## src/rtl/core/rbes_pkg.sv

```systemverilog
package rbes_pkg;

   localparam int FORCE_POINTS_DEF = 2;
   localparam int FRAC_BITS_DEF    = 16;

   localparam int DATA_W  = 32;
   localparam int DT_W    = 17;
   localparam int OPR_W   = 34;
   localparam int PROD_W  = 2 * OPR_W;
   localparam int FIELD_N = 9;
   localparam int BINV_N  = 6;

   // State memory map; the point momenta sit last so that only the depth
   // follows the number of force points.
   localparam int ROT_BASE   = 0;
   localparam int WINV_BASE  = 9;
   localparam int TRANS_BASE = 18;
   localparam int AM_BASE    = 21;
   localparam int W_BASE     = 24;
   localparam int SR_BASE    = 27;
   localparam int T_BASE     = 36;
   localparam int MOM_BASE   = 45;

   localparam int CSR_IDX_W = 3;
   localparam logic [CSR_IDX_W-1:0] CSR_INV_XX    = 3'd0;
   localparam logic [CSR_IDX_W-1:0] CSR_INV_YY    = 3'd1;
   localparam logic [CSR_IDX_W-1:0] CSR_INV_ZZ    = 3'd2;
   localparam logic [CSR_IDX_W-1:0] CSR_INV_XY    = 3'd3;
   localparam logic [CSR_IDX_W-1:0] CSR_INV_XZ    = 3'd4;
   localparam logic [CSR_IDX_W-1:0] CSR_INV_YZ    = 3'd5;
   localparam logic [CSR_IDX_W-1:0] CSR_HAS_SHAPE = 3'd6;

   localparam logic OP_STEP   = 1'b0;
   localparam logic OP_REINIT = 1'b1;

   localparam logic [3:0] FLD_TORQUE = 4'd6;

   typedef enum logic [3:0] {
      ST_IDLE,
      ST_INIT,
      ST_RD,
      ST_MUL,
      ST_ACC,
      ST_WR,
      ST_ORD0,
      ST_ORD1,
      ST_OCAP,
      ST_OUT
   } state_type;

   typedef enum logic [2:0] {
      PH_MOM,
      PH_TRANS,
      PH_AM,
      PH_W,
      PH_SR,
      PH_ROT,
      PH_T,
      PH_WI
   } phase_type;

   typedef enum logic [1:0] {
      A_MEM,
      A_DT,
      A_BINV
   } a_sel_type;

   typedef enum logic [1:0] {
      B_MEM,
      B_ONE,
      B_FIELD,
      B_VSUM
   } b_sel_type;

   typedef struct packed {
      a_sel_type  a_sel;
      logic       a_neg;
      b_sel_type  b_sel;
      logic [3:0] field_idx;
      logic [2:0] binv_idx;
      logic       mul_en;
      logic       acc_en;
      logic       acc_clear;
      logic       wr_en;
      logic       init_wr;
      logic       init_rst;
      logic       vsum_add;
      logic       vsum_clear;
      logic       sat_clear;
      logic       capture;
      logic       cap_lo;
      logic       cap_hi;
   } ctl_type;

   function automatic logic [1:0] inc3(input logic [1:0] x);
      inc3 = (x == 2'd2) ? 2'd0 : x + 2'd1;
   endfunction

   // Register holding element (r, j) of the symmetric body inverse inertia.
   function automatic logic [2:0] binv_index(input logic [1:0] r, input logic [1:0] j);
      logic [2:0] idx;
      idx = 3'(CSR_INV_XX);
      if (r == j) begin
         idx = {1'b0, r};
      end else if ((r == 2'd0 && j == 2'd1) || (r == 2'd1 && j == 2'd0)) begin
         idx = CSR_INV_XY;
      end else if ((r == 2'd0 && j == 2'd2) || (r == 2'd2 && j == 2'd0)) begin
         idx = CSR_INV_XZ;
      end else begin
         idx = CSR_INV_YZ;
      end
      binv_index = idx;
   endfunction

   function automatic logic [1:0] term_count(input phase_type ph);
      logic [1:0] n;
      case (ph)
         PH_W, PH_T, PH_WI: n = 2'd3;
         default:           n = 2'd2;
      endcase
      term_count = n;
   endfunction

   // Row and column of entry idx of a row-major 3x3 matrix.
   function automatic logic [3:0] rc_of9(input logic [3:0] idx);
      logic [3:0] rc;
      case (idx)
         4'd0:    rc = {2'd0, 2'd0};
         4'd1:    rc = {2'd0, 2'd1};
         4'd2:    rc = {2'd0, 2'd2};
         4'd3:    rc = {2'd1, 2'd0};
         4'd4:    rc = {2'd1, 2'd1};
         4'd5:    rc = {2'd1, 2'd2};
         4'd6:    rc = {2'd2, 2'd0};
         4'd7:    rc = {2'd2, 2'd1};
         4'd8:    rc = {2'd2, 2'd2};
         default: rc = {2'd0, 2'd0};
      endcase
      rc_of9 = rc;
   endfunction

endpackage

```

## src/rtl/core/rbes_state_ram.sv

```systemverilog
module rbes_state_ram #(
   parameter int DEPTH  = rbes_pkg::MOM_BASE + 3 * rbes_pkg::FORCE_POINTS_DEF,
   parameter int ADDR_W = $clog2(DEPTH)
) (
   input  logic                               clock,
   input  logic                               wr_en,
   input  logic [ADDR_W-1:0]                  wr_addr,
   input  logic signed [rbes_pkg::DATA_W-1:0] wr_data,
   input  logic [ADDR_W-1:0]                  rd_addr_a,
   input  logic [ADDR_W-1:0]                  rd_addr_b,
   output logic signed [rbes_pkg::DATA_W-1:0] rd_data_a,
   output logic signed [rbes_pkg::DATA_W-1:0] rd_data_b
);

   logic signed [rbes_pkg::DATA_W-1:0] store_ff [DEPTH];
   logic signed [rbes_pkg::DATA_W-1:0] rd_a_ff;
   logic signed [rbes_pkg::DATA_W-1:0] rd_b_ff;

   always_ff @(posedge clock) begin
      if (wr_en) begin
         store_ff[wr_addr] <= wr_data;
      end
      rd_a_ff <= store_ff[rd_addr_a];
      rd_b_ff <= store_ff[rd_addr_b];
   end

   assign rd_data_a = rd_a_ff;
   assign rd_data_b = rd_b_ff;

endmodule

```

## config.mk

```make
export PLATFORM = sky130hd
export DESIGN_NAME = rbes_state_ram
export DESIGN_NICKNAME = d
export VERILOG_FILES = /design/src/rtl/core/rbes_pkg.sv /design/src/rtl/core/rbes_state_ram.sv
export SDC_FILE = /design/constraint.sdc
export NUM_CORES = 2
export LEC_CHECK = 0
export ABC_AREA = 0
export BUFFER_PORTS_ARGS = -buffer_cell sky130_fd_sc_hd__buf_2
export CORE_MARGIN = 1
export CORE_UTILIZATION = 35
export DETAILED_ROUTE_END_ITERATION = 7
export GPL_TIMING_DRIVEN = 1
export REMOVE_ABC_BUFFERS = 1
export SKIP_CTS_REPAIR_TIMING = 1
export SYNTH_ARGS = -nofsm -noshare
export SYNTH_HDL_FRONTEND = slang
export SYNTH_SLANG_ARGS = --single-unit
```

## constraint.sdc

```tcl
create_clock -name clock -period 10 [get_ports clock]
set_input_delay 0 -clock clock [delete_from_list [all_inputs] [get_ports clock]]
set_output_delay 0 -clock clock [all_outputs]
set_load 0.01 [all_outputs]
```

==> results.sh <==
export IMPL_setup_worst_path_start_class="input port"
export IMPL_htreeDepth=4
export IMPL_nFillCells=19100
export IMPL_final_cell_area_um2=86300
export IMPL_cts_buffer_depth=3
export IMPL_synth_cells=3975
export IMPL_slowest_delay_ps=840
export IMPL_grt_ovfl_total=0
export IMPL_r2r_setup_slack_ps=7510
export IMPL_power_density_nw_per_um2=179
export IMPL_r2r_end="rd_data_a[16]$_DFF_P_"
export IMPL_multi_input_area_um2=25000
export IMPL_critPathMaxFanout=50
export IMPL_dieArea_um2=221000
export IMPL_crit_cells=8
export IMPL_drt_iter0_drc=5656
export IMPL_fin_skew_ps=21.3
export IMPL_r2r_cells=5
export IMPL_initial_core_util_pct=35.2
export IMPL_clock_sinks=1696
export IMPL_clkTransAtPathRegs_ps=60
export IMPL_port_buffers=115
export IMPL_gp_congestion=0.791
export IMPL_drive_above_1_share_pct=32.6
export IMPL_synthArstFlopShare_pct=0
export IMPL_fp_coreArea_um2=217000
export IMPL_yosysWarningCount=0
export IMPL_worst_ir_drop_vdd_mv=0.169
export IMPL_routed_wl_mm=244
export IMPL_grt_pass1_wl_mm=341
export IMPL_seq_area_frac_synth_pct=65.7
export IMPL_cp_endpoint="rd_data_b[8]$_DFF_P_"
export IMPL_avgSynthCellArea_um2=19.3
export IMPL_clock_fmax_mhz=309
export IMPL_synthesis_area_um2=76500
export IMPL_path_delay_family="buffers and inverters"
export IMPL_insertion_delay_ps=810
export IMPL_finalSetupViolCount=0
export IMPL_wire_per_inst_um=34.4
export IMPL_internal_power_uw=11900
export IMPL_place_area_um2=80500
export IMPL_vias=43900
export IMPL_slew_limit_headroom_pct=14.6
export IMPL_syn2layout_area_growth_pct=12.7
export IMPL_io_pin_count=116
export IMPL_max_slew_worst_pin_slew_ps=1280
export IMPL_numCtsBuffers=167
export IMPL_pwr_share_comb_pct=8.0
export IMPL_crit_start="rd_addr_b[1]"
export IMPL_die_x_um=470
export IMPL_die_y_um=470
export IMPL_arrival_ps=3960
export IMPL_vias_per_cell=6.20
export IMPL_slowest_stage="buf_4"
export IMPL_ant_nets=0
export IMPL_grt_antenna_before_repair=25
export IMPL_worst_setup_path_type="input port to flip-flop"
export IMPL_path_buf_inv=4
export IMPL_first_pass_iters=5
export IMPL_swShare_pct=22.8
export IMPL_crit_path_end_kind="flip-flop"
export IMPL_p_leak_uw=0.0269
export IMPL_required_ps=10730
export IMPL_drc=0
export IMPL_hold_viol=0
export IMPL_synthFlopType="edfxtp_1"
export IMPL_crit_path_frequent_cell="buf_4"
export IMPL_report_final_slew_viol_count=0
export IMPL_fin_setup_tns_ps=0
export IMPL_p_seq_share_pct=51.3
export IMPL_cap_violations=0
export IMPL_grt_pass1_vias=44200
export IMPL_grt_setup_unrepaired="no"
export IMPL_grt_total_usage_pct=21.8
export IMPL_hpwl_mm=131
export IMPL_p_switching_uw=3520
export IMPL_outcome="completed"
export IMPL_num_rows=171
export IMPL_grt_max_degree=133
export IMPL_ys_types=44
export IMPL_root_buffer="clkbuf_16"
export IMPL_r2r_start="store_ff[43][16]$_DFFE_PP_"
export IMPL_nNetsFinal=4140
export IMPL_synth_edff_count=1632
export IMPL_finalCriticalPeriod_ps=3230
export IMPL_cts_tree="yes"
export IMPL_p_clk_share_pct=40.8
export IMPL_path_cells="dlygate4sd3_1 > buf_8 > buf_4 > nand3b_1 > buf_4 > o22ai_1 > or4_1 > a21oi_1"
export IMPL_regArea_um2=50300
export IMPL_fin_crit_sh_pct=32.3
export IMPL_synth_seq_cells=1696
export IMPL_hold_class="input port to flip-flop"
==> per-stage QoR <==
stage	utilization, %	hold WS (ps)	std cells	setup WS [ps]	power [uW]
after global routing	39.7	3.12	7089	6720	15900
after global placement	37.1	395	6738	6490	9290
after CTS	39.6	-211	7046	7290	15500
after detailed placement	37.1	398	6738	6410	9300
final	39.7	7.28	7092	6770	15500
after floorplan	-	90.3	3654	6850	8590
==> final cells by class <==
| type | count | area share (%) |
|---|---|---|
| Multi-Input combinational cell | 1941 | 28.9 |
| Clock buffer | 238 | 5.58 |
| Antenna cell | 11 | 0.0319 |
| Sequential cell | 1696 | 58.3 |
| Clock inverter | 70 | 0.708 |
| Timing Repair Buffer | 265 | 2.27 |
| Tap cell | 2854 | 4.14 |
| Inverter | 17 | 0.0739 |
==> registers in the layout (all words and copies together) (netlist names) <==
register and count:
store_ff 1632, rd_data_a 32, rd_data_b 32
==> metal layers <==
layer	up-vias	wire length, um	global-route usage [%]
met5	-	48	0
met4	8	8430	7.72
met3	440	22900	4.53
met2	2425	117000	35.3
met1	23700	95500	29.2
li1	17300	-	-
==> cells by family after synthesis <==
logic type | share of synthesized area (%)
multiplexers | 24.9
AND/OR/NAND/NOR | 2.35
buffers and inverters | 2.23
AO/OA/AOI/OAI | 4.86
flip-flops | 65.7
==> synth_stat cells, drive strengths merged, types with 5 or more instances <==
cell       n  area [um2]
edfxtp  1632       49000
mux4     705       15900
o22ai    249        1560
mux2i    182        1820
buf      181        1110
clkbuf   140         526
nor2     121         454
mux2     119        1340
nand2    101         382
o21ai     87         435
dfxtp     64        1280
a22oi     56         420
a21oi     50         250
o221ai    32         280
or4       31         233
nand2b    24         150
nor2b     23         144
a221oi    22         211
nor3      20         100
nor4      18         113
inv       17        63.8
o311a     17         170
a31oi     15        93.8
a211oi    13        97.6
a211o     11        96.3
nand3b    10        75.1
nand3      7        35.0
or3b       5        43.8
==> cells in the final DEF (no fill, tap or decap), drive strengths merged, types with 4 or more instances in the layout <==
| cell | Yosys | routed |
|---|---|---|
| o22ai | 249 | 249 |
| nand2 | 101 | 101 |
| a211o | 11 | 11 |
| mux2 | 119 | 119 |
| inv | 17 | 18 |
| a22oi | 56 | 56 |
| or4 | 31 | 31 |
| nor4 | 18 | 18 |
| a211oi | 13 | 13 |
| clkinvlp | 0 | 4 |
| o311a | 17 | 17 |
| dfxtp | 64 | 64 |
| diode | 0 | 11 |
| mux4 | 705 | 705 |
| a31oi | 15 | 15 |
| nand3 | 7 | 7 |
| nor3 | 20 | 20 |
| a221oi | 22 | 22 |
| dlygate4sd3 | 0 | 35 |
| o221ai | 32 | 32 |
| nand3b | 10 | 10 |
| buf | 181 | 229 |
| edfxtp | 1632 | 1632 |
| bufinv | 0 | 10 |
| nor2b | 23 | 23 |
| nand2b | 24 | 24 |
| nor2 | 121 | 121 |
| mux2i | 182 | 182 |
| clkinv | 0 | 55 |
| clkbuf | 140 | 239 |
| a21oi | 50 | 50 |
| o21ai | 87 | 87 |
| or3b | 5 | 5 |
==> power by group through the flow <==
| stage | clock [uW] | sequential, uW | combinational (uW) |
|---|---|---|---|
| 3_5_place_dp | 0 | 8080 | 1220 |
| 6_report | 6300 | 7930 | 1230 |
| 3_3_place_gp | 0 | 8080 | 1210 |
| 2_1_floorplan | 0 | 8050 | 539 |
| 5_1_grt | 6630 | 7930 | 1300 |
| 4_1_cts | 6380 | 7930 | 1220 |
==> worst register-to-register path: stages (launching register included) <==
cell and delay (ps):
edfxtp_1 380, mux4_2 490, mux2i_1 170, o22ai_1 110, o21ai_0 810, o22ai_1 330
==> how the worst min path moves through the flow <==
stage,start,endpoint,slack (ps),depth (start not counted)
2_1_floorplan,rd_addr_a[5],rd_data_a[0]$_DFF_P_,90,1
3_3_place_gp,rd_data_a[4]$_DFF_P_,rd_data_a[4],390,1
5_1_grt,rd_addr_a[2],rd_data_a[22]$_DFF_P_,3,4
3_5_place_dp,rd_data_a[25]$_DFF_P_,rd_data_a[25],400,1
4_1_cts,rd_addr_a[5],rd_data_a[6]$_DFF_P_,-210,3
6_report,rd_addr_a[2],rd_data_a[22]$_DFF_P_,7,4
No activity file was read; power rests on OpenSTA's default activity.
