[src/rtl/core/rbes_pkg.sv]
package rbes_pkg;

   localparam int FORCE_POINTS_DEF = 2;
   localparam int FRAC_BITS_DEF    = 16;

   localparam int DATA_W  = 32;
   localparam int DT_W    = 17;
   localparam int OPR_W   = 34;
   localparam int PROD_W  = 2 * OPR_W;
   localparam int FIELD_N = 9;
   localparam int BINV_N  = 6;

   // State memory map; the point momenta sit last so that only the depth
   // follows the number of force points.
   localparam int ROT_BASE   = 0;
   localparam int WINV_BASE  = 9;
   localparam int TRANS_BASE = 18;
   localparam int AM_BASE    = 21;
   localparam int W_BASE     = 24;
   localparam int SR_BASE    = 27;
   localparam int T_BASE     = 36;
   localparam int MOM_BASE   = 45;

   localparam int CSR_IDX_W = 3;
   localparam logic [CSR_IDX_W-1:0] CSR_INV_XX    = 3'd0;
   localparam logic [CSR_IDX_W-1:0] CSR_INV_YY    = 3'd1;
   localparam logic [CSR_IDX_W-1:0] CSR_INV_ZZ    = 3'd2;
   localparam logic [CSR_IDX_W-1:0] CSR_INV_XY    = 3'd3;
   localparam logic [CSR_IDX_W-1:0] CSR_INV_XZ    = 3'd4;
   localparam logic [CSR_IDX_W-1:0] CSR_INV_YZ    = 3'd5;
   localparam logic [CSR_IDX_W-1:0] CSR_HAS_SHAPE = 3'd6;

   localparam logic OP_STEP   = 1'b0;
   localparam logic OP_REINIT = 1'b1;

   localparam logic [3:0] FLD_TORQUE = 4'd6;

   typedef enum logic [3:0] {
      ST_IDLE,
      ST_INIT,
      ST_RD,
      ST_MUL,
      ST_ACC,
      ST_WR,
      ST_ORD0,
      ST_ORD1,
      ST_OCAP,
      ST_OUT
   } state_type;

   typedef enum logic [2:0] {
      PH_MOM,
      PH_TRANS,
      PH_AM,
      PH_W,
      PH_SR,
      PH_ROT,
      PH_T,
      PH_WI
   } phase_type;

   typedef enum logic [1:0] {
      A_MEM,
      A_DT,
      A_BINV
   } a_sel_type;

   typedef enum logic [1:0] {
      B_MEM,
      B_ONE,
      B_FIELD,
      B_VSUM
   } b_sel_type;

   typedef struct packed {
      a_sel_type  a_sel;
      logic       a_neg;
      b_sel_type  b_sel;
      logic [3:0] field_idx;
      logic [2:0] binv_idx;
      logic       mul_en;
      logic       acc_en;
      logic       acc_clear;
      logic       wr_en;
      logic       init_wr;
      logic       init_rst;
      logic       vsum_add;
      logic       vsum_clear;
      logic       sat_clear;
      logic       capture;
      logic       cap_lo;
      logic       cap_hi;
   } ctl_type;

   function automatic logic [1:0] inc3(input logic [1:0] x);
      inc3 = (x == 2'd2) ? 2'd0 : x + 2'd1;
   endfunction

   // Register holding element (r, j) of the symmetric body inverse inertia.
   function automatic logic [2:0] binv_index(input logic [1:0] r, input logic [1:0] j);
      logic [2:0] idx;
      idx = 3'(CSR_INV_XX);
      if (r == j) begin
         idx = {1'b0, r};
      end else if ((r == 2'd0 && j == 2'd1) || (r == 2'd1 && j == 2'd0)) begin
         idx = CSR_INV_XY;
      end else if ((r == 2'd0 && j == 2'd2) || (r == 2'd2 && j == 2'd0)) begin
         idx = CSR_INV_XZ;
      end else begin
         idx = CSR_INV_YZ;
      end
      binv_index = idx;
   endfunction

   function automatic logic [1:0] term_count(input phase_type ph);
      logic [1:0] n;
      case (ph)
         PH_W, PH_T, PH_WI: n = 2'd3;
         default:           n = 2'd2;
      endcase
      term_count = n;
   endfunction

   // Row and column of entry idx of a row-major 3x3 matrix.
   function automatic logic [3:0] rc_of9(input logic [3:0] idx);
      logic [3:0] rc;
      case (idx)
         4'd0:    rc = {2'd0, 2'd0};
         4'd1:    rc = {2'd0, 2'd1};
         4'd2:    rc = {2'd0, 2'd2};
         4'd3:    rc = {2'd1, 2'd0};
         4'd4:    rc = {2'd1, 2'd1};
         4'd5:    rc = {2'd1, 2'd2};
         4'd6:    rc = {2'd2, 2'd0};
         4'd7:    rc = {2'd2, 2'd1};
         4'd8:    rc = {2'd2, 2'd2};
         default: rc = {2'd0, 2'd0};
      endcase
      rc_of9 = rc;
   endfunction

endpackage

[src/rtl/core/rbes_sequencer.sv]
module rbes_sequencer #(
   parameter int FORCE_POINTS = rbes_pkg::FORCE_POINTS_DEF,
   parameter int ADDR_W       = 6
) (
   input  logic              clock,
   input  logic              reset,
   input  logic              req_valid,
   input  logic              req_opcode,
   input  logic [1:0]        req_force_count,
   input  logic              has_shape,
   input  logic              rsp_stall,
   output logic              req_stall,
   output logic              rsp_valid,
   output logic [1:0]        row_index,
   output rbes_pkg::ctl_type ctl,
   output logic [ADDR_W-1:0] addr_a,
   output logic [ADDR_W-1:0] addr_b,
   output logic [ADDR_W-1:0] wr_addr
);

   localparam int DEPTH = rbes_pkg::MOM_BASE + 3 * FORCE_POINTS;
   localparam logic [ADDR_W-1:0] LAST = ADDR_W'(DEPTH - 1);
   localparam logic [1:0] N_MAX = (FORCE_POINTS < 2) ? 2'(FORCE_POINTS) : 2'd2;
   localparam logic [ADDR_W-1:0] THREE = ADDR_W'(3);

   rbes_pkg::state_type state_ff, state_in;
   rbes_pkg::phase_type phase_ff, phase_in;
   logic [1:0]          r_ff, r_in;
   logic [1:0]          c_ff, c_in;
   logic [1:0]          term_ff, term_in;
   logic [1:0]          n_ff, n_in;
   logic                init_rst_ff, init_rst_in;
   logic [ADDR_W-1:0]   sweep_ff, sweep_in;

   logic [1:0]          n_cap;
   logic [1:0]          j;
   logic [1:0]          widx;
   logic [ADDR_W-1:0]   ra, ca, ta, ja, wa;
   logic [ADDR_W-1:0]   dst;
   logic                mat_last;

   always_ff @(posedge clock) begin
      if (reset) begin
         state_ff    <= rbes_pkg::ST_INIT;
         phase_ff    <= rbes_pkg::PH_MOM;
         r_ff        <= '0;
         c_ff        <= '0;
         term_ff     <= '0;
         n_ff        <= '0;
         init_rst_ff <= 1'b1;
         sweep_ff    <= '0;
      end else begin
         state_ff    <= state_in;
         phase_ff    <= phase_in;
         r_ff        <= r_in;
         c_ff        <= c_in;
         term_ff     <= term_in;
         n_ff        <= n_in;
         init_rst_ff <= init_rst_in;
         sweep_ff    <= sweep_in;
      end
   end

   always_comb begin
      n_cap = (req_force_count > N_MAX) ? N_MAX : req_force_count;
      ra    = ADDR_W'(r_ff);
      ca    = ADDR_W'(c_ff);
      ta    = ADDR_W'(term_ff);
      // Skew matrix row r has nonzero terms at columns r+1 and r+2 (mod 3).
      j     = (term_ff == 2'd0) ? rbes_pkg::inc3(r_ff) : rbes_pkg::inc3(rbes_pkg::inc3(r_ff));
      widx  = (term_ff == 2'd0) ? rbes_pkg::inc3(rbes_pkg::inc3(r_ff)) : rbes_pkg::inc3(r_ff);
      ja    = ADDR_W'(j);
      wa    = ADDR_W'(widx);
      mat_last = (r_ff == 2'd2) && (c_ff == 2'd2);

      ctl           = '0;
      ctl.a_sel     = rbes_pkg::A_MEM;
      ctl.b_sel     = rbes_pkg::B_MEM;
      addr_a        = '0;
      addr_b        = '0;
      dst           = '0;

      // Operand routing of the current term.
      case (phase_ff)
         rbes_pkg::PH_MOM: begin
            dst = ADDR_W'(rbes_pkg::MOM_BASE) + ca * THREE + ra;
            addr_a = dst;
            ctl.field_idx = 4'(c_ff) * 4'd3 + 4'(r_ff);
            if (term_ff != 2'd0) begin
               ctl.a_sel = rbes_pkg::A_DT;
               ctl.b_sel = rbes_pkg::B_FIELD;
            end else begin
               ctl.b_sel = rbes_pkg::B_ONE;
            end
         end
         rbes_pkg::PH_TRANS: begin
            dst = ADDR_W'(rbes_pkg::TRANS_BASE) + ra;
            addr_a = dst;
            if (term_ff != 2'd0) begin
               ctl.a_sel = rbes_pkg::A_DT;
               ctl.b_sel = rbes_pkg::B_VSUM;
            end else begin
               ctl.b_sel = rbes_pkg::B_ONE;
            end
         end
         rbes_pkg::PH_AM: begin
            dst = ADDR_W'(rbes_pkg::AM_BASE) + ra;
            addr_a = dst;
            ctl.field_idx = rbes_pkg::FLD_TORQUE + 4'(r_ff);
            if (term_ff != 2'd0) begin
               ctl.a_sel = rbes_pkg::A_DT;
               ctl.b_sel = rbes_pkg::B_FIELD;
            end else begin
               ctl.b_sel = rbes_pkg::B_ONE;
            end
         end
         rbes_pkg::PH_W: begin
            dst    = ADDR_W'(rbes_pkg::W_BASE) + ra;
            addr_a = ADDR_W'(rbes_pkg::WINV_BASE) + ra * THREE + ta;
            addr_b = ADDR_W'(rbes_pkg::AM_BASE) + ta;
         end
         rbes_pkg::PH_SR: begin
            dst       = ADDR_W'(rbes_pkg::SR_BASE) + ra * THREE + ca;
            addr_a    = ADDR_W'(rbes_pkg::W_BASE) + wa;
            addr_b    = ADDR_W'(rbes_pkg::ROT_BASE) + ja * THREE + ca;
            ctl.a_neg = (term_ff == 2'd0);
         end
         rbes_pkg::PH_ROT: begin
            dst    = ADDR_W'(rbes_pkg::ROT_BASE) + ra * THREE + ca;
            addr_a = dst;
            addr_b = ADDR_W'(rbes_pkg::SR_BASE) + ra * THREE + ca;
            if (term_ff != 2'd0) begin
               ctl.a_sel = rbes_pkg::A_DT;
            end else begin
               ctl.b_sel = rbes_pkg::B_ONE;
            end
         end
         rbes_pkg::PH_T: begin
            dst          = ADDR_W'(rbes_pkg::T_BASE) + ra * THREE + ca;
            ctl.a_sel    = rbes_pkg::A_BINV;
            ctl.binv_idx = rbes_pkg::binv_index(r_ff, term_ff);
            addr_b       = ADDR_W'(rbes_pkg::ROT_BASE) + ca * THREE + ta;
         end
         default: begin
            dst    = ADDR_W'(rbes_pkg::WINV_BASE) + ra * THREE + ca;
            addr_a = ADDR_W'(rbes_pkg::ROT_BASE) + ra * THREE + ta;
            addr_b = ADDR_W'(rbes_pkg::T_BASE) + ta * THREE + ca;
         end
      endcase

      state_in    = state_ff;
      phase_in    = phase_ff;
      r_in        = r_ff;
      c_in        = c_ff;
      term_in     = term_ff;
      n_in        = n_ff;
      init_rst_in = init_rst_ff;
      sweep_in    = sweep_ff;
      wr_addr     = dst;

      case (state_ff)
         rbes_pkg::ST_IDLE: begin
            if (req_valid) begin
               ctl.capture    = 1'b1;
               ctl.sat_clear  = 1'b1;
               ctl.vsum_clear = 1'b1;
               n_in    = n_cap;
               r_in    = '0;
               c_in    = '0;
               term_in = '0;
               if (req_opcode == rbes_pkg::OP_REINIT) begin
                  state_in    = rbes_pkg::ST_INIT;
                  sweep_in    = '0;
                  init_rst_in = 1'b0;
               end else begin
                  state_in = rbes_pkg::ST_RD;
                  phase_in = (n_cap != 2'd0) ? rbes_pkg::PH_MOM : rbes_pkg::PH_TRANS;
               end
            end
         end
         rbes_pkg::ST_INIT: begin
            ctl.wr_en    = 1'b1;
            ctl.init_wr  = 1'b1;
            ctl.init_rst = init_rst_ff;
            wr_addr      = sweep_ff;
            if (sweep_ff == LAST) begin
               init_rst_in = 1'b0;
               r_in        = '0;
               state_in    = init_rst_ff ? rbes_pkg::ST_IDLE : rbes_pkg::ST_ORD0;
            end else begin
               sweep_in = sweep_ff + ADDR_W'(1);
            end
         end
         rbes_pkg::ST_RD: begin
            state_in = rbes_pkg::ST_MUL;
         end
         rbes_pkg::ST_MUL: begin
            ctl.mul_en = 1'b1;
            state_in   = rbes_pkg::ST_ACC;
         end
         rbes_pkg::ST_ACC: begin
            ctl.acc_en    = 1'b1;
            ctl.acc_clear = (term_ff == 2'd0);
            if (term_ff == rbes_pkg::term_count(phase_ff) - 2'd1) begin
               state_in = rbes_pkg::ST_WR;
            end else begin
               term_in  = term_ff + 2'd1;
               state_in = rbes_pkg::ST_RD;
            end
         end
         rbes_pkg::ST_WR: begin
            ctl.wr_en      = 1'b1;
            ctl.vsum_add   = (phase_ff == rbes_pkg::PH_MOM);
            ctl.vsum_clear = (phase_ff == rbes_pkg::PH_TRANS);
            term_in  = '0;
            state_in = rbes_pkg::ST_RD;
            case (phase_ff)
               rbes_pkg::PH_MOM: begin
                  if (c_ff + 2'd1 < n_ff) begin
                     c_in = c_ff + 2'd1;
                  end else begin
                     c_in     = '0;
                     phase_in = rbes_pkg::PH_TRANS;
                  end
               end
               rbes_pkg::PH_TRANS: begin
                  if (r_ff == 2'd2) begin
                     r_in     = '0;
                     phase_in = rbes_pkg::PH_AM;
                  end else begin
                     r_in     = r_ff + 2'd1;
                     phase_in = (n_ff != 2'd0) ? rbes_pkg::PH_MOM : rbes_pkg::PH_TRANS;
                  end
               end
               rbes_pkg::PH_AM, rbes_pkg::PH_W: begin
                  if (r_ff == 2'd2) begin
                     r_in     = '0;
                     phase_in = (phase_ff == rbes_pkg::PH_AM) ? rbes_pkg::PH_W
                                                              : rbes_pkg::PH_SR;
                  end else begin
                     r_in = r_ff + 2'd1;
                  end
               end
               default: begin
                  if (c_ff == 2'd2) begin
                     c_in = '0;
                     r_in = (r_ff == 2'd2) ? 2'd0 : r_ff + 2'd1;
                  end else begin
                     c_in = c_ff + 2'd1;
                  end
                  if (mat_last) begin
                     case (phase_ff)
                        rbes_pkg::PH_SR: phase_in = rbes_pkg::PH_ROT;
                        rbes_pkg::PH_ROT: begin
                           if (has_shape) begin
                              phase_in = rbes_pkg::PH_T;
                           end else begin
                              state_in = rbes_pkg::ST_ORD0;
                           end
                        end
                        rbes_pkg::PH_T: phase_in = rbes_pkg::PH_WI;
                        default:        state_in = rbes_pkg::ST_ORD0;
                     endcase
                  end
               end
            endcase
         end
         rbes_pkg::ST_ORD0: begin
            addr_a   = ADDR_W'(rbes_pkg::ROT_BASE) + ra * THREE;
            addr_b   = ADDR_W'(rbes_pkg::ROT_BASE) + ra * THREE + ADDR_W'(1);
            state_in = rbes_pkg::ST_ORD1;
         end
         rbes_pkg::ST_ORD1: begin
            ctl.cap_lo = 1'b1;
            addr_a     = ADDR_W'(rbes_pkg::ROT_BASE) + ra * THREE + ADDR_W'(2);
            addr_b     = ADDR_W'(rbes_pkg::TRANS_BASE) + ra;
            state_in   = rbes_pkg::ST_OCAP;
         end
         rbes_pkg::ST_OCAP: begin
            ctl.cap_hi = 1'b1;
            state_in   = rbes_pkg::ST_OUT;
         end
         rbes_pkg::ST_OUT: begin
            if (!rsp_stall) begin
               if (r_ff == 2'd2) begin
                  r_in     = '0;
                  state_in = rbes_pkg::ST_IDLE;
               end else begin
                  r_in     = r_ff + 2'd1;
                  state_in = rbes_pkg::ST_ORD0;
               end
            end
         end
         default: begin
            state_in = rbes_pkg::ST_IDLE;
         end
      endcase
   end

   assign req_stall = (state_ff != rbes_pkg::ST_IDLE);
   assign rsp_valid = (state_ff == rbes_pkg::ST_OUT);
   assign row_index = r_ff;

endmodule

[config.mk]
export PLATFORM = sky130hd
export DESIGN_NAME = rbes_sequencer
export DESIGN_NICKNAME = d
export VERILOG_FILES = /design/src/rtl/core/rbes_pkg.sv /design/src/rtl/core/rbes_sequencer.sv
export SDC_FILE = /design/constraint.sdc
export NUM_CORES = 1
export LEC_CHECK = 0
export BUFFER_PORTS_ARGS = -buffer_cell sky130_fd_sc_hd__buf_4
export CAP_MARGIN = 0
export CORE_AREA = 2 2 81 83
export CTS_CLUSTER_SIZE = 24
export DETAILED_ROUTE_END_ITERATION = 16
export DIE_AREA = 0 0 83 85
export PLACE_DENSITY_LB_ADDON = 0.12
export SLEW_MARGIN = 5
export SYNTH_ARGS = -nofsm -noshare
export SYNTH_HDL_FRONTEND = slang
export SYNTH_SLANG_ARGS = --single-unit
[constraint.sdc]
create_clock -name clock -period 6.3 [get_ports clock]
set_input_delay 0.315 -clock clock [delete_from_list [all_inputs] [get_ports clock]]
set_output_delay 0.315 -clock clock [all_outputs]
set_load 0.1 [all_outputs]
==> results of run 1 <==
==> layout by cell type (no fill, tap or decap), types with 5 or more instances in the layout <==
master / netlist / final
buf_4: 2 / 56
nor2_1: 46 / 46
nand2_1: 44 / 44
a21oi_1: 44 / 44
ha_1: 42 / 42
inv_1: 37 / 37
o21ai_0: 35 / 35
dfxtp_1: 22 / 22
fa_1: 16 / 16
nor3_1: 14 / 14
nand3_1: 13 / 13
nor2b_1: 13 / 13
xnor2_1: 12 / 12
nand2b_1: 8 / 8
a31oi_1: 8 / 8
o22ai_1: 8 / 8
a21o_1: 7 / 7
xor2_1: 6 / 6
o31ai_1: 5 / 5
a221oi_1: 5 / 5
mux2i_1: 5 / 5
==> cell families after synthesis <==
group	after synthesis
buffers and inverters	75
adders and majority gates	58
DFF	22
muxes	7
xor gates and xnor gates	18
AOI/OAI and AO/OA	150
and+or+nand+nor	173
==> area by class of cell <==
class,instances,area [sq um]
clock buffers,3,41.29
well taps,77,96.34
inverters,37,138.9
fillers,571,2161
flip-flops and latches,22,440.4
repair buffers,56,420.4
multi-input cells,406,2907
==> critical path, cell delays in order (launching register included) <==
cell,delay [ns]
dfxtp_1,0.79
inv_1,0.41
ha_1,0.35
o31ai_1,0.37
inv_1,0.12
fa_1,0.52
inv_1,0.05
ha_1,0.19
inv_1,0.07
fa_1,0.40
o21ai_0,0.15
a22oi_1,0.11
o22ai_1,0.16
buf_4,0.33
==> routing by layer <==
metal	global-route usage	wire length, um	vias up
met1	0.4918	5187	1849
met5	0	0	-
met3	0.05545	1251	35
li1	-	-	1830
met4	0.09091	301	0
met2	0.5051	5299	244
==> path summary, 6_finish.rpt <==
kind	cells after the start	slack [ns]	to	start
worst max register to register	7	3.44	c_ff[0]$_SDFFE_PP0P_	c_ff[1]$_SDFFE_PP0P_
worst min-delay path	3	0.32	n_ff[1]$_SDFFE_PP0P_	req_force_count[1]
worst max-delay path	13	1.71	addr_b[2]	row_index[1]$_SDFFE_PP0P_
worst min register to register	2	0.48	n_ff[1]$_SDFFE_PP0P_	n_ff[1]$_SDFFE_PP0P_
==> per-stage QoR <==
step           instance area (sq um)    util  cells  total power, mW
6_report                        4044  0.6517    601           0.7615
5_1_grt                         4044  0.6517    601           0.7906
4_1_cts                         4044  0.6517    601           0.7607
3_5_place_dp                    4003  0.6451    598           0.6717
3_3_place_gp                    4003  0.6451    598           0.6663
2_1_floorplan                   3642       -    503           0.5778
==> power groups by stage <==
| stage | combinational (mW) | clock [mW] | sequential (mW) |
|---|---|---|---|
| finish | 0.489 | 0.0889 | 0.183 |
| global route | 0.508 | 0.0960 | 0.186 |
| CTS | 0.487 | 0.0907 | 0.183 |
| detailed placement | 0.486 | 0 | 0.186 |
| global placement | 0.481 | 0 | 0.185 |
| floorplan | 0.414 | 0 | 0.164 |
==> registers in the layout (all words and copies together), names as in the netlist <==
register,cells
c_ff,2
init_rst_ff,1
n_ff,2
phase_ff,3
row_index,2
state_ff,4
sweep_ff,6
term_ff,2
==> summary.md, run 1 <==
| Metric | Value |
|---|---|
| Antenna cells | 0 |
| Kind of end point of the critical path | output port |
| Worst hold margin | 0.3227 ns |
| CTS Sinks | 22 |
| Routed via count | approximately 4000 |
| Root buffer cell | clkbuf_8 |
| Setup ws final | 1.714 ns |
| Count leader, synth | nor2_1 |
| Fin crit period | between 4 and 5 ns |
| Synth Area in Simple Gates | 0.2399 |
| XOR/XNOR Fraction of Synth Area | 0.04331 |
| Syn. warnings | 0 |
| Post-synth net total | 569 |
| Io pins | 54 |
| Synth Area per Inst | just over 7 sq um |
| # DRC | 0 |
| I/O Buffers | 53 |
| CTS tree | built |
| Initial antenna violation count | 0 |
| Ys flop type | dfxtp_1 |
| CP startpoint kind | flop |
| Synth area leader | ha_1 |
| Worst skew pair latency | 0.26 ns |
| Worst Hold Class | in2reg |
| Synth Area in Compound Gates | 0.2623 |
| Static Leak | around 1.8 nW |
| Yosys cell types | 63 |
| Max_slew headroom | 0.2985 |
| Core area | a little over 6000 sq um |
| Max Buffers Root-to-Sink | 2 |
| Via density | 6.586 |
| Nets | 592 |
| Rows | 29 |
| Mapped Area | between 3000 and 4000 sq um |
| Fin. max-slew vios | 0 |
| Layout cells sized above 1 | 0.1260 |
| Switching power | around 0.45 mW |
| Die area | a little over 7000 sq um |
| Synth Area in Adders | 0.2324 |
| Vias in the first global route | ~3500 |
| Post-route ant nets | 0 |
| Final worst path period share | 0.7280 |
| Sequential area share after synthesis | 0.1210 |
| EDFF count, synth | 0 |
| Top cell type's share of synthesized area | 0.1444 |
| Number of max-cap violations | 0 |
| Final hold vios | 0 |
| DRT iter0 DRCs | ~460 |
| DIE WIDTH | 83 um |
| FF+latch count, synth | 22 |
| FFs w/ async S/R, synth | 0 |
| Syn Inst Count | approximately 500 |
| Gr usage total | 0.3335 |
| GP Congestion | 0.9564 |
| Setup TNS | 0 ns |
| Pre-CTS setup slack | 2.078 ns |
| Final setup viols | 0 |
| Layout area overhead | 11.10% |
| Critical Path RT | 5.98 ns |
| Largest net degree at the start of global routing | 46 |
| H-tree levels | 1 |
| FMAX | ~220 MHz |
| Comb pwr share | 0.642 |
| Actual slew at the worst max-slew pin | between 1 and 1.5 ns |
| Initial Util | 0.5866 |
| Max VDD drop | around 0.00039 V |
| Int Pwr | between 0.3 and 0.4 mW |
| Arrival time at the worst endpoint | 4.27 ns |
| Die span in y | 85 um |
| # resized after CTS | 0 |
| Unrepaired setup endpoints after global routing | false |
| HPWL Detailed | between 8 and 9 mm |
| Clk pin slew, worst setup/hold paths | 0.08 ns |
| Post-CTS Setup Bufs | 0 |
| Leading cell types by count after synthesis | nor2_1, a21oi_1, nand2_1, ha_1, inv_1 |
| Avg WL per Cell | between 20 and 25 um |
| Global route overflow | 0 |
| Clock Power Share | 0.117 |
| Seq pwr share | 0.241 |
| Synth area leaders | ha_1, dfxtp_1, fa_1, a21oi_1, o21ai_0 |
| Crit Path Class | reg2out |
| First-pass GRT wire length | between 15 and 20 mm |
| Crit path max fanout | 15 |
| Largest family of logic cells by synthesized area | compound AO/OA/AOI/OAI gates |
| Mux contribution to synthesized area | 0.01994 |
| Status | finished, final reports clean |
| Pre-antenna DRT Iters | 7 |
| Worst Skew | approximately 0.0033 ns |
| WL final | 12.04 mm |
| Hold Buf Count CTS | 0 |
| Num CTS Buffers | 3 |
| Power Dens Cells | roughly 190 nW/um^2 |
| Net Sw Frac | 0.5950 |
No activity file was read; power rests on OpenSTA's default activity.
==> run 2, diff against run 1 <==
- ABC_AREA: unset -> 1
- CORE_AREA: 2 2 81 83 -> 2 2 86 88
- DIE_AREA: 0 0 83 85 -> 0 0 88 90
- clock period: 6.3 -> 4.21 ns (I/O delays scaled with it)
==> summary.md, run 2 <==
| Metric | Value |
|---|---|
| Status | finished, final reports clean (unchanged) |
| Synth Area in Simple Gates | 0.3732 (was 0.2399) |
| Worst Reg2Reg Path Length in Cells | 10 (was 7) |
| Nets | 715 (was 592) |
| Critical Path RT | 4.00 ns (was 5.98 ns) |
| Pre-antenna DRT Iters | 5 (was 7) |
| Worst Hold Class | in2reg (unchanged) |
| Post-CTS Setup Bufs | 0 (unchanged) |
| Largest family of logic cells by synthesized area | simple AND/OR/NAND/NOR gates (was compound AO/OA/AOI/OAI gates) |
| Post-synth net total | 666 (was 569) |
| Global route overflow | 0 (unchanged) |
| Gr usage total | 0.3351 (was 0.3335) |
| Fin. max-slew vios | 0 (unchanged) |
| Vias in the first global route | 4049 (was 3533) |
| Synth Area in Compound Gates | 0.1460 (was 0.2623) |
| Sequential area share after synthesis | 0.1218 (was 0.1210) |
| Max_slew headroom | 0.4943 (was 0.2985) |
| Io pins | 54 (unchanged) |
| Via density | 5.586 (was 6.586) |
| Crit Path Class | reg2out (unchanged) |
| Critical R2R Capture | phase_ff[1]$_SDFFE_PP0P_ (was c_ff[0]$_SDFFE_PP0P_) |
| Max FFs per register | 6 (unchanged) |
| Syn. warnings | 0 (unchanged) |
| Synth Area per Inst | 6.029 sq um (was 7.236 sq um) |
| Post-route insts no fill | 746 (was 601) |
| Max VDD drop | 0.0005935 V (was 0.0003916 V) |
| FMAX | roughly 260 MHz |
| # DRC | 0 (unchanged) |
| Mux contribution to synthesized area | 0 (was 0.01994) |
| Top flop regs | sweep_ff: 6 flops, state_ff: 4 flops, phase_ff: 3 flops (unchanged) |
| Worst r2r src | row_index[0]$_SDFFE_PP0P_ (was c_ff[1]$_SDFFE_PP0P_) |
| Setup TNS | 0 ns (unchanged) |
| WL final | 12.85 mm (was 12.04 mm) |
| Footprint of the multi-input gates | 2815 sq um (was 2907 sq um) |
| Actual slew at the worst max-slew pin | 0.7575 ns (was 1.051 ns) |
| Final setup viols | 0 (unchanged) |
| Hold Buf Count CTS | 0 (unchanged) |
| Rows | 31 (was 29) |
| H-tree levels | 1 (unchanged) |
| Die area | 7920 sq um (was 7055 sq um) |
| Worst path most repeated cell | inv_1 (unchanged) |
| HPWL Detailed | 10.37 mm (was 8.852 mm) |
| CTS Sinks | 22 (unchanged) |
| Storage cell area | 442.9 sq um (was 440.4 sq um) |
| Worst Skew | 0.002530 ns (was 0.003273 ns) |
| Mapped Area | 3617 sq um (was 3640 sq um) |
| Synth Area in Adders | 0.2338 (was 0.2324) |
| Crit path max fanout | 17 (was 15) |
| XOR/XNOR Fraction of Synth Area | 0.01695 (was 0.04331) |
| Most frequent cells in the layout | nand2_1, nor2_1, inv_1 (was buf_4, nor2_1, nand2_1, a21oi_1, ha_1) |
| Final worst path period share | 0.9249 |
| Largest net degree at the start of global routing | 20 (was 46) |
| Max Buffers Root-to-Sink | 2 (unchanged) |
| Fin crit period | 3.894 ns |
| # resized after CTS | 0 (unchanged) |
| Worst skew pair latency | 0.27 ns (was 0.26 ns) |
| Routed via count | 4167 (was 3958) |
| Antenna cells | 0 (unchanged) |
| Syn Inst Count | 600 (was 503) |
| Top cell type's share of synthesized area | 0.1567 (was 0.1444) |
| CTS tree | built (unchanged) |
| Arrival time at the worst endpoint | 3.68 ns (was 4.27 ns) |
| Leading cell types by count after synthesis | nand2_1, nor2_1, inv_1, nand3_1, ha_1 (was nor2_1, a21oi_1, nand2_1, ha_1, inv_1) |
| Hold path depth | 3 (unchanged) |
| FFs w/ async S/R, synth | 0 (unchanged) |
| Slowest stage cell on the critical path | dfxtp_2 (was dfxtp_1) |
| First-pass GRT wire length | 20.60 mm (was 19.05 mm) |
| Clk pin slew, worst setup/hold paths | 0.08 ns (about the same) |
| GP Congestion | 1.018 (was 0.9564) |
| Static Leak | 2.162 nW (was 1.797 nW) |
| Die span in y | 90 um (was 85 um) |
| Num CTS Buffers | 3 (unchanged) |
| Count leader, synth | nand2_1 (was nor2_1) |
| Avg WL per Cell | 17.23 um (was 20.03 um) |
| Ys flop type | dfxtp_1 (unchanged) |
| Layout cells sized above 1 | 0.1561 (was 0.1260) |
| Most common cell after layout, fill and taps aside | nand2_1 (was buf_4) |
| EDFF count, synth | 0 (unchanged) |
| Filler instances | 728 (was 571) |
| CP startpoint kind | flop (unchanged) |
| Power Dens Cells | 656.0 nW/um^2 (was 188.3 nW/um^2) |
| Synth area leaders | nand2_1, ha_1, dfxtp_1, fa_1, nand3_1 (was ha_1, dfxtp_1, fa_1, a21oi_1, o21ai_0) |
| Number of max-cap violations | 0 (unchanged) |
| Final hold vios | 0 (unchanged) |
| Unrepaired setup endpoints after global routing | false (unchanged) |
| DIE WIDTH | 88 um (was 83 um) |
| Register name with the most flops | sweep_ff (unchanged) |
| Layout area overhead | 15.70% (was 11.10%) |
| Placed cells | 743 (was 598) |
| Kind of end point of the critical path | output port (unchanged) |
| CP max stage delay | 0.58 ns (was 0.79 ns) |
| Min-delay src | req_force_count[0] (was req_force_count[1]) |
| Initial Util | 0.5152 (was 0.5866) |
| Initial antenna violation count | 0 (unchanged) |
| Synth area leader | nand2_1 (was ha_1) |
| Core area | 7020 sq um (was 6205 sq um) |
| I/O Buffers | 53 (unchanged) |
| FF+latch count, synth | 22 (unchanged) |
| DRT iter0 DRCs | 423 (was 463) |
| R2R setup slack | 1.79 ns (was 3.44 ns) |
| Root buffer cell | clkbuf_8 (unchanged) |
| Post-route ant nets | 0 (unchanged) |
| Yosys cell types | 39 (was 63) |
| CP Cell Sequence | inv_1, ha_1, nor2_1, o21ai_0, fa_1, inv_1, ha_1, inv_1, fa_1, or2_0, o2111ai_1, nand2_1, nand2_1, buf_4 (was inv_1, ha_1, o31ai_1, inv_1, fa_1, inv_1, ha_1, inv_1, fa_1, o21ai_0, a22oi_1, o22ai_1, buf_4) |
| WHS Endpoint | n_ff[0]$_SDFFE_PP0P_ (was n_ff[1]$_SDFFE_PP0P_) |
run 2: cell families after synthesis:
group | after synthesis
compound gates | 97
xor+xnor | 7
fa+ha+maj | 58
buf+inv | 100
flops | 22
simple gates | 316
run 2: worst max path at each step:
| stage | start | endpoint | slack, ns | cells after the start |
|---|---|---|---|---|
| global placement | term_ff[0]$_SDFFE_PP0P_ | addr_b[3] | 0.72 | 13 |
| CTS | row_index[0]$_SDFFE_PP0P_ | addr_b[3] | 0.33 | 14 |
| global route | row_index[0]$_SDFFE_PP0P_ | addr_b[3] | 0.009 | 15 |
| finish | row_index[0]$_SDFFE_PP0P_ | addr_b[3] | 0.32 | 14 |
| detailed placement | row_index[0]$_SDFFE_PP0P_ | addr_b[3] | 0.64 | 14 |
| floorplan | row_index[0]$_SDFFE_PP0P_ | wr_addr[2] | 0.16 | 11 |
run 2: layer usage:
| layer | vias up | track usage | part of all wire |
|---|---|---|---|
| met1 | 1873 | 0.4373 | 0.42 |
| met5 | - | 0 | 0 |
| met2 | 214 | 0.5423 | 0.45 |
| met3 | 49 | 0.04040 | 0.076 |
| li1 | 2031 | - | - |
| met4 | 0 | 0.1577 | 0.050 |
run 2: final cells by class:
cell class	count	area share
multi-input cells	478	0.6726
flip-flops and latches	22	0.1058
repair buffers	59	0.1058
inverters	85	0.07623
well taps	99	0.02960
clock buffers	3	0.009865
run 2: critical path: cells and delay by family, from the launching register on:
| family | cells | cell delay [ns] |
|---|---|---|
| AOI/OAI and AO/OA | 2 | 0.33 |
| buffers and inverters | 4 | 0.70 |
| DFF | 1 | 0.58 |
| and+or+nand+nor | 4 | 0.56 |
| adders and majority gates | 4 | 1.27 |
run 2: power breakdown:
group          switching, mW  internal, mW
Combinational           1.76         0.525
Sequential            0.0782         0.247
Clock                 0.0723        0.0642
Total                   1.91         0.836
run 2: stage by stage:
step	power, mW	hold slack [ns]	setup WS, ns	instance area (sq um)	util
finish	2.746	0.2195	0.3161	4185	0.5962
global route	2.919	0.2437	0.008991	4185	0.5962
floorplan	2.072	0.3737	0.1569	3650	-
CTS	2.732	0.2275	0.3316	4185	0.5962
detailed placement	2.593	0.4774	0.6372	4144	0.5903
global placement	2.576	0.4700	0.7225	4144	0.5903
==> run 3, diff against run 2 <==
- CORE_AREA: 2 2 86 88 -> 2 2 113 115
- CTS_CLUSTER_SIZE: 24 -> 14
- DIE_AREA: 0 0 88 90 -> 0 0 115 117
==> summary.md, run 3 (synthesis gave the netlist of run 2 again) <==
| Metric | Value |
|---|---|
| Arrival time at the worst endpoint | 3.55 ns (was 3.68 ns) |
| HPWL Detailed | 11.66 mm (was 10.37 mm) |
| WL final | 14.49 mm (was 12.85 mm) |
| Filler instances | 1415 (was 728) |
| R2R setup slack | 2.03 ns (was 1.79 ns) |
| Worst Hold Class | in2reg (unchanged) |
| CTS tree | built (unchanged) |
| Layout area overhead | 19.61% (was 15.70%) |
| Post-route ant nets | 0 (unchanged) |
| Worst Skew | 0.003781 ns (was 0.002530 ns) |
| Min-delay src | req_force_count[0] (unchanged) |
| Antenna cells | 0 (unchanged) |
| Max Buffers Root-to-Sink | 2 (unchanged) |
| Storage cell area | 442.9 sq um (unchanged) |
| Nets | 719 (was 715) |
| Worst skew pair latency | 0.26 ns (was 0.27 ns) |
| I/O Buffers | 53 (unchanged) |
| Footprint of the multi-input gates | 2815 sq um (unchanged) |
| # resized after CTS | 0 (unchanged) |
| Fin crit period | 3.760 ns (was 3.894 ns) |
| CP startpoint kind | flop (unchanged) |
| # DRC | 0 (unchanged) |
| Final worst path period share | 0.8931 (was 0.9249) |
| Tot Pwr | 2.881 mW (was 2.746 mW) |
| Setup TNS | 0 ns (unchanged) |
| Io pins | 54 (unchanged) |
| Most frequent cells in the layout | nand2_1, nor2_1, inv_1 (unchanged) |
| Max_slew headroom | 0.5095 (was 0.4943) |
| First-pass GRT wire length | 22.63 mm (was 20.60 mm) |
| Power Dens Cells | 665.8 nW/um^2 (was 656.0 nW/um^2) |
| Avg WL per Cell | 18.06 um (was 17.23 um) |
| Worst r2r src | c_ff[1]$_SDFFE_PP0P_ (was row_index[0]$_SDFFE_PP0P_) |
| FMAX | 266.0 MHz (was 256.8 MHz) |
| Number of max-cap violations | 0 (unchanged) |
| Final setup viols | 0 (unchanged) |
| Worst hold margin | 0.2288 ns (was 0.2195 ns) |
| Routed via count | 4175 (was 4167) |
| Global route overflow | 0 (unchanged) |
| Max VDD drop | 0.0005046 V (was 0.0005935 V) |
| Gr usage total | 0.2208 (was 0.3351) |
| Initial antenna violation count | 0 (unchanged) |
| Top flop regs | sweep_ff: 6 flops, state_ff: 4 flops, phase_ff: 3 flops (unchanged) |
| Root buffer cell | clkbuf_16 (was clkbuf_8) |
| DRT iter0 DRCs | 197 (was 423) |
| Largest net degree at the start of global routing | 20 (unchanged) |
| DIE WIDTH | 115 um (was 88 um) |
| GP Congestion | 0.9363 (was 1.018) |
| Core area | 12310 sq um (was 7020 sq um) |
| Max FFs per register | 6 (unchanged) |
| Status | finished, final reports clean (unchanged) |
| Most common cell after layout, fill and taps aside | nand2_1 (unchanged) |
| Hold path depth | 3 (unchanged) |
| Post-CTS Setup Bufs | 0 (unchanged) |
| Worst Reg2Reg Path Length in Cells | 9 (was 10) |
| Unrepaired setup endpoints after global routing | false (unchanged) |
| WHS Endpoint | n_ff[0]$_SDFFE_PP0P_ (unchanged) |
| Critical Path RT | 4.00 ns (about the same) |
| Clk pin slew, worst setup/hold paths | 0.06 ns (was 0.08 ns) |
| Via density | 5.206 (was 5.586) |
| H-tree levels | 1 (unchanged) |
| Num CTS Buffers | 3 (unchanged) |
| Post-route insts no fill | 802 (was 746) |
| Kind of end point of the critical path | output port (unchanged) |
| Initial Util | 0.2938 (was 0.5152) |
| Register name with the most flops | sweep_ff (unchanged) |
| Die span in y | 117 um (was 90 um) |
| Layout cells sized above 1 | 0.1626 (was 0.1561) |
| Die area | 13460 sq um (was 7920 sq um) |
| Fin. max-slew vios | 0 (unchanged) |
| Crit Path Class | reg2out (unchanged) |
| Crit path max fanout | 13 (was 17) |
| Rows | 41 (was 31) |
| Vias in the first global route | 4035 (was 4049) |
| Placed cells | 798 (was 743) |
| Pre-antenna DRT Iters | 7 (was 5) |
| Static Leak | 2.206 nW (was 2.162 nW) |
| CTS Sinks | 22 (unchanged) |
| Critical R2R Capture | c_ff[1]$_SDFFE_PP0P_ (was phase_ff[1]$_SDFFE_PP0P_) |
| Hold Buf Count CTS | 0 (unchanged) |
| Final hold vios | 0 (unchanged) |
| Actual slew at the worst max-slew pin | 0.7347 ns (was 0.7575 ns) |
[run 3: changes by cell type in the layout (fill, tap and decap cells not counted)]
| cell | delta |
|---|---|
| buf_4 | +4 |
| clkbuf_16 | +3 |
| clkbuf_8 | -2 |
[run 3: where the power goes]
part           switching [mW]  leakage (nW)  internal (mW)  total, mW
clock network          0.0862        0.0442          0.146      0.232
registers              0.0532         0.179          0.247      0.300
logic                    1.82          1.98          0.525       2.35
[run 3: routing by layer]
layer | wire length, um | global-route usage
met5 | 0 | 0
met4 | 621 | 0.09799
met3 | 905 | 0.02626
met2 | 6457 | 0.3541
met1 | 6503 | 0.2995
[run 3: final cells by class]
cell class	count	area share
sequential	22	0.1024
timing repair buffer	63	0.1093
inverter	85	0.07374
clock buffer	4	0.02053
multi-input combinational	478	0.6507
tap	150	0.04338
[run 3: through the flow]
step	util	setup slack [ns]	area (sq um)
after CTS	0.3514	0.5052	4327
after floorplan	-	0.1569	3650
after detailed placement	0.3442	0.7880	4238
final	0.3514	0.4501	4327
after global routing	0.3514	0.2376	4327
after global placement	0.3442	0.8523	4238
[run 3: worst max-delay path: stages, from the launching register on]
cell	delay, ns
dfxtp_2	0.32
inv_1	0.42
ha_1	0.29
nor2_1	0.07
o21ai_0	0.31
fa_1	0.47
inv_1	0.06
ha_1	0.13
inv_1	0.04
fa_1	0.34
or2_0	0.22
o2111ai_1	0.15
nand2_1	0.10
nand2_1	0.07
buf_4	0.28
[run 3: worst max path at each step]
stage                                         start         end  slack (ns)  cells past startpoint
after floorplan           row_index[0]$_SDFFE_PP0P_  wr_addr[2]        0.16                     11
after global placement    row_index[1]$_SDFFE_PP0P_   addr_b[3]        0.85                     14
after detailed placement  row_index[1]$_SDFFE_PP0P_  wr_addr[3]        0.79                     14
after CTS                 row_index[1]$_SDFFE_PP0P_  wr_addr[3]        0.51                     14
after global routing      row_index[1]$_SDFFE_PP0P_   addr_b[3]        0.24                     14
final                     row_index[1]$_SDFFE_PP0P_   addr_b[3]        0.45                     14
